==> config.mk <==
export PLATFORM = sky130hd
export DESIGN_NAME = utf8_byte_stream_decoder_unit_flat
export DESIGN_NICKNAME = d
export VERILOG_FILES = /design/src/sv/utf8d_pkg.sv /design/src/sv/utf8d_if.sv /design/src/sv/utf8d_step.sv /design/src/sv/utf8d_emit.sv /design/src/sv/utf8_byte_stream_decoder_unit.sv /design/src/flat_wrapper.sv
export SDC_FILE = /design/constraint.sdc
export NUM_CORES = 1
export LEC_CHECK = 0
export CORE_MARGIN = 5
export CORE_UTILIZATION = 46
export DETAILED_ROUTE_END_ITERATION = 8
export DONT_BUFFER_PORTS = 1
export GPL_ROUTABILITY_DRIVEN = 0
export PLACE_DENSITY = 0.65
export SLEW_MARGIN = 20
export SYNTH_ARGS = -nofsm -noshare
export SYNTH_HDL_FRONTEND = slang
export SYNTH_HIERARCHICAL = 1
export SYNTH_SLANG_ARGS = --single-unit
==> constraint.sdc <==
create_clock -name clk -period 2.6 [get_ports clk]
set_input_delay 0.26 -clock clk [delete_from_list [all_inputs] [get_ports clk]]
set_output_delay 0.26 -clock clk [all_outputs]
set_load 0.01 [all_outputs]
==> src/sv/utf8d_pkg.sv <==
// Shared types and constants for the UTF-8 byte stream decoder.
// No dependencies; every other file of the block uses it.
package utf8d_pkg;

  localparam int unsigned CpW = 21;

  localparam logic [CpW-1:0] REPLACEMENT_CP = 21'h00FFFD;
  localparam logic [CpW-1:0] END_CP         = 21'h000000;

  // Decoder state carried from one byte to the next.
  typedef struct packed {
    logic [1:0]     expect_cnt;  // continuation bytes still awaited, 0 = idle
    logic [CpW-1:0] partial;     // payload bits gathered so far
    logic [1:0]     taken_cnt;   // continuation bytes already accepted
  } dec_state_t;

  // Everything one byte produces: replacements first, then an optional tail.
  typedef struct packed {
    logic [1:0]     repl_cnt;
    logic           tail_v;
    logic [CpW-1:0] tail_cp;
    logic           tail_end;
  } result_desc_t;

  // Status from the result stage back to the input register.
  typedef struct packed {
    logic empty;
    logic finishing;
  } emit_stat_t;

endpackage

==> src/sv/utf8d_if.sv <==
// Handshake channels of the decoder: bytes in, code points out.
// Depends on utf8d_pkg for the code point width.
interface utf8d_in_if;
  logic       valid;
  logic       ready;
  logic [7:0] text_byte;

  modport source (output valid, output text_byte, input ready);
  modport sink   (input valid, input text_byte, output ready);
endinterface

interface utf8d_out_if;
  logic                         valid;
  logic                         ready;
  logic [utf8d_pkg::CpW-1:0]    code_point;
  logic                         last_of_run;
  logic                         end_of_text;

  modport source (output valid, output code_point, output last_of_run,
                  output end_of_text, input ready);
  modport sink   (input valid, input code_point, input last_of_run,
                  input end_of_text, output ready);
endinterface

==> src/sv/utf8d_step.sv <==
// Combinational decode of one byte against the current decoder state.
// Depends on utf8d_pkg for the state and result descriptor types.
module utf8d_step (
  input  logic [7:0]              text_byte,
  input  utf8d_pkg::dec_state_t   cur,
  output utf8d_pkg::dec_state_t   nxt,
  output utf8d_pkg::result_desc_t desc
);

  logic                      is_cont;
  logic                      fresh;
  logic [utf8d_pkg::CpW-1:0] shifted;

  assign is_cont = (text_byte[7:6] == 2'b10);
  assign shifted = {cur.partial[utf8d_pkg::CpW-7:0], text_byte[5:0]};

  always_comb begin
    nxt   = cur;
    desc  = '0;
    fresh = 1'b0;

    // An open sequence either takes the byte or breaks.
    if (cur.expect_cnt != 2'd0) begin
      if (is_cont) begin
        nxt.partial    = shifted;
        nxt.taken_cnt  = 2'(cur.taken_cnt + 2'd1);
        nxt.expect_cnt = 2'(cur.expect_cnt - 2'd1);
        if (cur.expect_cnt == 2'd1) begin
          desc.tail_v   = 1'b1;
          desc.tail_cp  = shifted;
          nxt.partial   = '0;
          nxt.taken_cnt = 2'd0;
        end
      end else begin
        // One replacement for the lead, one per continuation taken (two at most).
        desc.repl_cnt = 2'(2'd1 + (cur.taken_cnt[1] ? 2'd2 : cur.taken_cnt));
        nxt   = '0;
        fresh = 1'b1;
      end
    end else begin
      fresh = 1'b1;
    end

    // Decode the byte with no sequence open.
    if (fresh) begin
      if (text_byte == 8'h00) begin
        desc.tail_v   = 1'b1;
        desc.tail_cp  = utf8d_pkg::END_CP;
        desc.tail_end = 1'b1;
      end else if (text_byte[7] == 1'b0) begin
        desc.tail_v  = 1'b1;
        desc.tail_cp = {13'd0, text_byte};
      end else if (text_byte[6] == 1'b0) begin
        desc.tail_v  = 1'b1;
        desc.tail_cp = utf8d_pkg::REPLACEMENT_CP;
      end else if (text_byte[5] == 1'b0) begin
        nxt.partial    = {16'd0, text_byte[4:0]};
        nxt.expect_cnt = 2'd1;
        nxt.taken_cnt  = 2'd0;
      end else if (text_byte[4] == 1'b0) begin
        nxt.partial    = {17'd0, text_byte[3:0]};
        nxt.expect_cnt = 2'd2;
        nxt.taken_cnt  = 2'd0;
      end else begin
        nxt.partial    = {18'd0, text_byte[2:0]};
        nxt.expect_cnt = 2'd3;
        nxt.taken_cnt  = 2'd0;
      end
    end
  end

endmodule

==> src/sv/utf8d_emit.sv <==
// Result register: holds the results of one byte and sends them one per cycle while out_bus is ready.
// Depends on utf8d_pkg and the utf8d_out_if channel.
module utf8d_emit (
  input  logic                    clk,
  input  logic                    rst_n,
  input  logic                    load,
  input  utf8d_pkg::result_desc_t desc,
  output utf8d_pkg::emit_stat_t   stat,
  utf8d_out_if.source             out_bus
);

  logic [1:0]                repl_r, repl_nxt;
  logic                      tail_v_r, tail_v_nxt;
  logic [utf8d_pkg::CpW-1:0] tail_cp_r;
  logic                      tail_end_r;
  logic                      fire;
  logic                      is_last;

  assign fire    = out_bus.valid && out_bus.ready;
  assign is_last = (repl_r == 2'd0) || ((repl_r == 2'd1) && !tail_v_r);

  // Replacements go out first, then the tail result.
  assign out_bus.valid       = (repl_r != 2'd0) || tail_v_r;
  assign out_bus.code_point  = (repl_r != 2'd0) ? utf8d_pkg::REPLACEMENT_CP : tail_cp_r;
  assign out_bus.last_of_run = is_last;
  assign out_bus.end_of_text = (repl_r == 2'd0) && tail_end_r;

  assign stat.empty     = !out_bus.valid;
  assign stat.finishing = fire && is_last;

  // Next contents: a new request when loaded, else count down on each take.
  always_comb begin
    repl_nxt   = repl_r;
    tail_v_nxt = tail_v_r;
    if (load) begin
      repl_nxt   = desc.repl_cnt;
      tail_v_nxt = desc.tail_v;
    end else if (fire) begin
      if (repl_r != 2'd0) begin
        repl_nxt = 2'(repl_r - 2'd1);
      end else begin
        tail_v_nxt = 1'b0;
      end
    end
  end

  always_ff @(posedge clk) begin
    if (!rst_n) begin
      repl_r   <= 2'd0;
      tail_v_r <= 1'b0;
    end else begin
      repl_r   <= repl_nxt;
      tail_v_r <= tail_v_nxt;
    end
  end

  always_ff @(posedge clk) begin
    if (load) begin
      tail_cp_r  <= desc.tail_cp;
      tail_end_r <= desc.tail_end;
    end
  end

endmodule

==> src/sv/utf8_byte_stream_decoder_unit.sv <==
// Top level of the UTF-8 byte stream decoder: input register, decoder state,
// step logic and result register. Depends on utf8d_pkg, utf8d_if, utf8d_step, utf8d_emit.
//
//   Channel   Dir  Payload                                  Handshake
//   in_bus    in   text_byte[7:0]                           valid/ready
//   out_bus   out  code_point[20:0], last_of_run, end_of_text valid/ready
//
// A byte moves from the input register into the result register once that one is empty or
// its last result is taken, so one-result bytes stream back to back while out_bus is ready.
// A broken sequence sends up to four results from the result register, one per cycle while
// out_bus is ready, and the input side stalls until the last one is taken.
// Reset is synchronous and active low; it returns the decoder to idle.
module utf8_byte_stream_decoder_unit (
  input  logic        clk,
  input  logic        rst_n,
  utf8d_in_if.sink    in_bus,
  utf8d_out_if.source out_bus
);

  logic                    in_v_r, in_v_nxt;
  logic [7:0]              in_byte_r;
  logic                    move;
  utf8d_pkg::dec_state_t   state_r, state_nxt;
  utf8d_pkg::result_desc_t desc;
  utf8d_pkg::emit_stat_t   stat;

  // A byte leaves the input register once the result register can take it.
  assign move         = in_v_r && (stat.empty || stat.finishing);
  assign in_bus.ready = !in_v_r || move;

  always_comb begin
    in_v_nxt = in_v_r;
    if (in_bus.valid && in_bus.ready) begin
      in_v_nxt = 1'b1;
    end else if (move) begin
      in_v_nxt = 1'b0;
    end
  end

  // Input register.
  always_ff @(posedge clk) begin
    if (!rst_n) begin
      in_v_r <= 1'b0;
    end else begin
      in_v_r <= in_v_nxt;
    end
  end

  always_ff @(posedge clk) begin
    if (in_bus.valid && in_bus.ready) begin
      in_byte_r <= in_bus.text_byte;
    end
  end

  utf8d_step u_step (
    .text_byte (in_byte_r),
    .cur       (state_r),
    .nxt       (state_nxt),
    .desc      (desc)
  );

  // Decoder state advances with each byte handed on.
  always_ff @(posedge clk) begin
    if (!rst_n) begin
      state_r <= '0;
    end else if (move) begin
      state_r <= state_nxt;
    end
  end

  utf8d_emit u_emit (
    .clk     (clk),
    .rst_n   (rst_n),
    .load    (move),
    .desc    (desc),
    .stat    (stat),
    .out_bus (out_bus)
  );

`ifndef SYNTHESIS
  // The end-of-text result is always the final one for its byte.
  a_end_is_last: assert property (@(posedge clk) disable iff (!rst_n)
    (out_bus.valid && out_bus.end_of_text) |-> out_bus.last_of_run)
    else $error("end_of_text on a result that is not the last of its byte");

  // An open sequence never has more bytes taken plus awaited than a four-byte form.
  a_seq_bound: assert property (@(posedge clk) disable iff (!rst_n)
    (state_r.expect_cnt != 2'd0) |->
      ({1'b0, state_r.expect_cnt} + {1'b0, state_r.taken_cnt} <= 3'd3))
    else $error("decoder sequence counters out of range");

  // Taking a result that is not the last leaves more results pending.
  a_run_continues: assert property (@(posedge clk) disable iff (!rst_n)
    (out_bus.valid && out_bus.ready && !out_bus.last_of_run) |=> out_bus.valid)
    else $error("result run ended before its last result");
`endif

endmodule
==> src/flat_wrapper.sv <==
// flat-port wrapper written by rule: the top's interface ports become plain ports
module utf8_byte_stream_decoder_unit_flat 
  (clk, rst_n, in_bus_valid, in_bus_text_byte, in_bus_ready, out_bus_valid, out_bus_code_point, out_bus_last_of_run, out_bus_end_of_text, out_bus_ready);
  utf8d_in_if in_bus_i ();
  utf8d_out_if out_bus_i ();
  input  logic clk;
  input  logic rst_n;
  input wire logic [$bits(in_bus_i.valid)-1:0] in_bus_valid;
  input wire logic [$bits(in_bus_i.text_byte)-1:0] in_bus_text_byte;
  output wire logic [$bits(in_bus_i.ready)-1:0] in_bus_ready;
  output wire logic [$bits(out_bus_i.valid)-1:0] out_bus_valid;
  output wire logic [$bits(out_bus_i.code_point)-1:0] out_bus_code_point;
  output wire logic [$bits(out_bus_i.last_of_run)-1:0] out_bus_last_of_run;
  output wire logic [$bits(out_bus_i.end_of_text)-1:0] out_bus_end_of_text;
  input wire logic [$bits(out_bus_i.ready)-1:0] out_bus_ready;
  assign in_bus_i.valid = in_bus_valid;
  assign in_bus_i.text_byte = in_bus_text_byte;
  assign in_bus_ready = in_bus_i.ready;
  assign out_bus_valid = out_bus_i.valid;
  assign out_bus_code_point = out_bus_i.code_point;
  assign out_bus_last_of_run = out_bus_i.last_of_run;
  assign out_bus_end_of_text = out_bus_i.end_of_text;
  assign out_bus_i.ready = out_bus_ready;
  utf8_byte_stream_decoder_unit u_core (.clk(clk), .rst_n(rst_n), .in_bus(in_bus_i), .out_bus(out_bus_i));
endmodule
==> metrics.txt, run 1 <==
final hold vios=0; GRT Total Usage=14.57%; sw frac=about 29%; peak supply drop=between 0.4 and 0.5 mV; initial antenna violation count=0; crit-path max cell delay=about 0.50 ns; CTS max path bufs=2; nets=298; antenna cells=0; Fillers=between 500 and 600; Final ANT Viol Nets=0; layout cells sized above 1=9.420%; critical-path cell list=inv_1 > ha_1 > nor2b_1 > buf_4 > a211oi_4 > a221o_1 > nand2_1 > mux2i_1; Via density=5.306; Max Clk Rate=approximately 450 MHz; I/O pin count=37; area occupied by multi-input gates=0.001349 mm2; Post-Synthesis Cells=between 200 and 300; post-synthesis average cell area=approximately 10 um2; clock network fraction of design power=between 20 and 30%; Reg clk slew, reported paths=about 0.1 ns; critical path fanouts, max=13; Sink Count=53; DRC Markers=0; hpwl dp=roughly 3700 um; Die ar.=0.008008 mm2; startpoint types=flop; hold crit path type=input port to flop; post-CTS setup buffers=0; cell-internal power=between 0.001 and 0.0015 W; drt first pass iters=4; CTS H-Tree Depth=2; slowest CP cell=edfxtp_1; Root Driver=clkbuf_8; unrepaired setup endpoints after global routing=no; Die Ht=about 89 um; sequential cell area=approximately 0.0014 mm2; setup_tns=0 ns; Post-Syn Nets=slightly above 300; Initial Util=between 40% and 50%; Clock Latency Late Sink=a little over 0.3 ns; WL per Instance=15.16 um; Pwr per Cell Area=between 600 and 700 mW/mm2; crit path time final=between 2 and 2.5 ns; dpl cells=345; Total Wirelength=5352 um; total global routing overflow=0; status=complete, no violations; largest net degree at the start of global routing=45; CTS resizes=0; total CTS buffers=5; Post-Syn Area=0.002907 mm2; CTS tree=built; Syn. warnings=6; most frequent cells in the layout=45 x nand2_1, 30 x edfxtp_1, 23 x dfxtp_1; DIE WIDTH=89.49 um; routed vias=between 1500 and 2000; number of buffers added on ports=0; Post-Route Skew=around 0.013 ns; area growth from synthesis to layout=4.951%; critical path class=flop to flop; Slew Viols, Final=0; Sequential Power Share=about half; Slew headroom=a little over half; initial DRC count=85; endpoints failing setup=0; NetSw=0.0005899 W; Pleak=1.138 nW; row count=29; core box area=0.006241 mm2; worst path required time=approximately 2.8 ns; Worst Path Arrival=approximately 2.5 ns; Worst-Margin Slew=~0.71 ns; Tcrit/Tclk final=a little under nine tenths; logic gate share of total power=a little under a quarter; most common cell after layout, fill and taps aside=nand2_1; max_cap viols=0; Post-CTS Hold Buffers=0; vias in the first global route=1833; Worst setup EP type=flop; global-route wire length before repair=8970 um; final cell count without fillers=353
[state kept, by name (all words and copies together), names as in the netlist]
name                      count
u_core/u_emit/repl_r          2
u_core/in_v_r                 1
u_core/u_emit/tail_v_r        1
u_core/state_r               19
u_core/in_byte_r              8
u_core/u_emit/tail_end_r      1
u_core/u_emit/tail_cp_r      21
[final timing paths]
path / slack [ns] / depth (start not counted) / end / startpoint
min: 0.04 / 0 / u_core/in_byte_r[2] / in_bus_text_byte[2]
min reg2reg: 0.48 / 2 / u_core/state_r[14] / u_core/state_r[14]
max reg2reg: 0.39 / 8 / u_core/state_r[23] / u_core/in_byte_r[6]
max: 0.39 / 8 / u_core/state_r[23] / u_core/in_byte_r[6]
[power groups by stage]
| stage | sequential [W] | combinational (W) | clock (W) |
|---|---|---|---|
| 3_3_place_gp | 0.00102 | 0.000466 | 0 |
| 3_5_place_dp | 0.00103 | 0.000470 | 0 |
| 6_report | 0.00101 | 0.000463 | 0.000554 |
| 5_1_grt | 0.00101 | 0.000516 | 0.000615 |
| 2_1_floorplan | 0.00101 | 0.000409 | 0 |
| 4_1_cts | 0.00101 | 0.000473 | 0.000571 |
[final cells by class]
type / count / share of cell area, %
Tap cell: 77 / 3.158
Timing Repair Buffer: 7 / 2.133
Inverter: 18 / 2.215
Clock buffer: 6 / 2.379
Clock inverter: 2 / 1.272
Sequential cell: 53 / 44.63
Multi-Input combinational cell: 190 / 44.22
[metrics by stage]
step / util, % / power, W / hold WS, ns / setup slack (ns) / cell area (um2)
finish: 48.88 / 0.002023 / 0.04491 / 0.3863 / 3050
global route: 48.88 / 0.002145 / 0.01838 / 0.1893 / 3050
CTS: 48.88 / 0.002051 / 0.03886 / 0.3963 / 3050
detailed placement: 47.09 / 0.001496 / 0.3589 / 0.4319 / 2939
global placement: 47.09 / 0.001489 / 0.3589 / 0.5255 / 2939
floorplan: - / 0.001423 / 0.3589 / 0.7053 / 2907
[per-layer routing]
metal / up-vias / wire length (um) / global-route usage, %
met5: - / 0 / 0
met4: 0 / 32 / 4.465
met3: 5 / 184 / 3.687
met2: 28 / 2607 / 23.71
met1: 877 / 2527 / 19.08
li1: 963 / - / -
[critical path, delay by kind of cell (launching register included)]
family | cells | cell delay [ns]
buffers and inverters | 2 | 0.32
and+or+nand+nor | 2 | 0.21
adders and majority gates | 1 | 0.30
AOI/OAI and AO/OA | 2 | 0.72
DFF | 1 | 0.50
muxes | 1 | 0.11
Power figures use the tool's default switching activity.
==> run 2: changes to the inputs <==
Settings changed: CORE_MARGIN 5 to 3, SYNTH_HIERARCHICAL 1 to unset, TNS_END_PERCENT set to 100.
==> metrics.txt, run 2 <==
Final ANT Viol Nets=0; global-route wire length before repair=a little over 7000 um; area leader, netlist=edfxtp_1; post-synthesis simple-gate area fraction=~16%; max_cap viols=0; status=complete, no violations; CTS max path bufs=2; DRC Markers=0; Die ar.=0.006199 mm2; final worst setup slack=about 0.28 ns; Worst setup EP type=flop; Regs by FF count=u_core.u_emit.tail_cp_r x21, u_core.state_r x19, u_core.in_byte_r x8; Synth Area in XOR/XNOR=0%; asr flop ratio synth=0%; CP Launch Point=u_core.in_byte_r[7]; max reg flops=21; slowest CP cell=a22o_1; Clock Latency Late Sink=just over 0.3 ns; row count=25; Post-Route Utilization=52.05%; Post-CTS Hold Buffers=0; crit-path max cell delay=roughly 0.58 ns; post-synthesis cell type count=43; Hold Startpoint=in_bus_text_byte[4]; WL per Instance=about 16 um; largest cells by area after synthesis=edfxtp_1 37%, dfxtp_1 19%, a22o_1 5.4%, ha_1 5.1%, a21o_1 4.9%; antenna cells=0; Compound-Gate Fraction of Synth Area=~18%; post-synthesis average cell area=11.81 um2; synthesized flop and latch total=53; EDFF count, synth=30; CP Buf/Inv Count=1; Worst-Margin Slew=slightly below 0.7 ns; GRT Total Usage=14.87%; initial DRC count=between 150 and 200; Pleak=roughly 1.0 nW; Die Ht=78.74 um; mux contribution to synthesized area=0.4627%; largest family of logic cells by synthesized area=compound AO/OA/AOI/OAI gates; CTS resizes=0; core box area=between 0.004 and 0.005 mm2; dpl ws=~0.35 ns; layout cells sized above 1=under 10%; Max Clk Rate=430.3 MHz; most common cell after layout, fill and taps aside=edfxtp_1; Sink Count=53; unrepaired setup endpoints after global routing=no; Initial Util=about half; drt first pass iters=4; DIE WIDTH=just under 80 um; largest net degree at the start of global routing=26; count leader, synth=edfxtp_1; adder-cell share of the synthesized area=under 10%; startpoint types=flop; CTS H-Tree Depth=2; Root Driver=clkbuf_8; Post-Syn Area=approximately 0.0024 mm2; Worst Path Arrival=about 2.6 ns; critical path fanouts, max=18; initial antenna violation count=0; Pwr per Cell Area=913.1 mW/mm2; Reg clk slew, reported paths=0.09 ns; CTS tree=built; crit path time final=2.324 ns; routed vias=1542; post-route cell area=about 0.0026 mm2; Tcrit/Tclk final=roughly nine tenths; r2r startpoint=u_core.in_byte_r[7]; critical-path cell list=inv_1 > ha_1 > nor4b_2 > a21o_1 > a22o_1 > mux2_2; Syn. warnings=0; setup_tns=0 ns; Area after DPL=between 0.002 and 0.0025 mm2; nets=~230; critical path class=flop to flop; endpoints failing setup=0; Most used DFF post-synth=edfxtp_1; Total Wirelength=roughly 4300 um; Post-Synthesis Cells=a little over 200; Slew Viols, Final=0; total CTS buffers=5; hold crit path type=input port to flop; total global routing overflow=0; post-CTS setup buffers=0; final hold vios=0; hpwl dp=around 3200 um; CP delay by family, top=compound AO/OA/AOI/OAI gates; Post-Syn Nets=~230; Post-Route Skew=between 0.008 and 0.009 ns; vias in the first global route=approximately 1500; Most flops, register=u_core.u_emit.tail_cp_r; most frequent cells in the layout=30 x edfxtp_1, 23 x dfxtp_1, 17 x nand2b_1; Via density=~5.6; top cell type's share of synthesized area=37.02%; sequential area share after synthesis=between 50% and 60%; Slew headroom=a little over half; worst path required time=2.86 ns; number of buffers added on ports=0; commonest cells in the netlist=30 x edfxtp_1, 23 x dfxtp_1, 17 x nand2b_1, 16 x a21o_1, 15 x a22o_1; area growth from synthesis to layout=5.038%; peak supply drop=roughly 0.6 mV; I/O pin count=37
[run 2: kinds of logic (layout without fill, tap and decap cells)]
logic type | after synthesis | count (layout)
adder cells (fa/ha/maj) | 10 | 10
buffers and inverters | 23 | 23
AO/OA/AOI/OAI | 56 | 56
multiplexers | 1 | 1
AND/OR/NAND/NOR | 63 | 63
flip-flops | 53 | 53
[run 2: per-layer routing]
| layer | share of wire (%) | routed length (um) | track usage (%) |
|---|---|---|---|
| met1 | 43 | 1851 | 17.74 |
| met2 | 49 | 2111 | 25.38 |
| met3 | 5.9 | 254 | 3.968 |
| met4 | 2.4 | 104 | 6.119 |
| met5 | 0 | 0 | 0 |
[run 2: per-stage QoR]
| stage | total power [W] | hold WS, ns | std cells |
|---|---|---|---|
| floorplan | 0.001765 | 0.3589 | 206 |
| global placement | 0.001877 | 0.3589 | 265 |
| detailed placement | 0.001914 | 0.3589 | 265 |
| CTS | 0.002364 | 0.03301 | 273 |
| global route | 0.002486 | 0.02507 | 273 |
| finish | 0.002334 | 0.04474 | 273 |
[run 2: layout make-up]
cell class | count | area (um2)
clock inverters | 2 | 13.76
clock buffers | 6 | 72.57
inverters | 13 | 48.80
repair buffers | 2 | 15.01
fillers | 430 | 2355
flip-flops and latches | 53 | 1361
well taps | 67 | 83.83
multi-input cells | 130 | 960.9
[run 2: where the power goes]
group | internal (W) | switching, W
clock network | 0.000192 | 0.000256
registers | 0.00104 | 0.0000606
logic | 0.000257 | 0.000527
[run 2: path summary, 6_finish.rpt]
path	endpoint	slack, ns	depth (start not counted)
worst max-delay path	u_core.state_r[0]	0.28	6
worst min-delay path	u_core.in_byte_r[4]	0.04	0
worst max register to register	u_core.state_r[0]	0.28	6
worst min register to register	u_core.state_r[16]	0.48	1
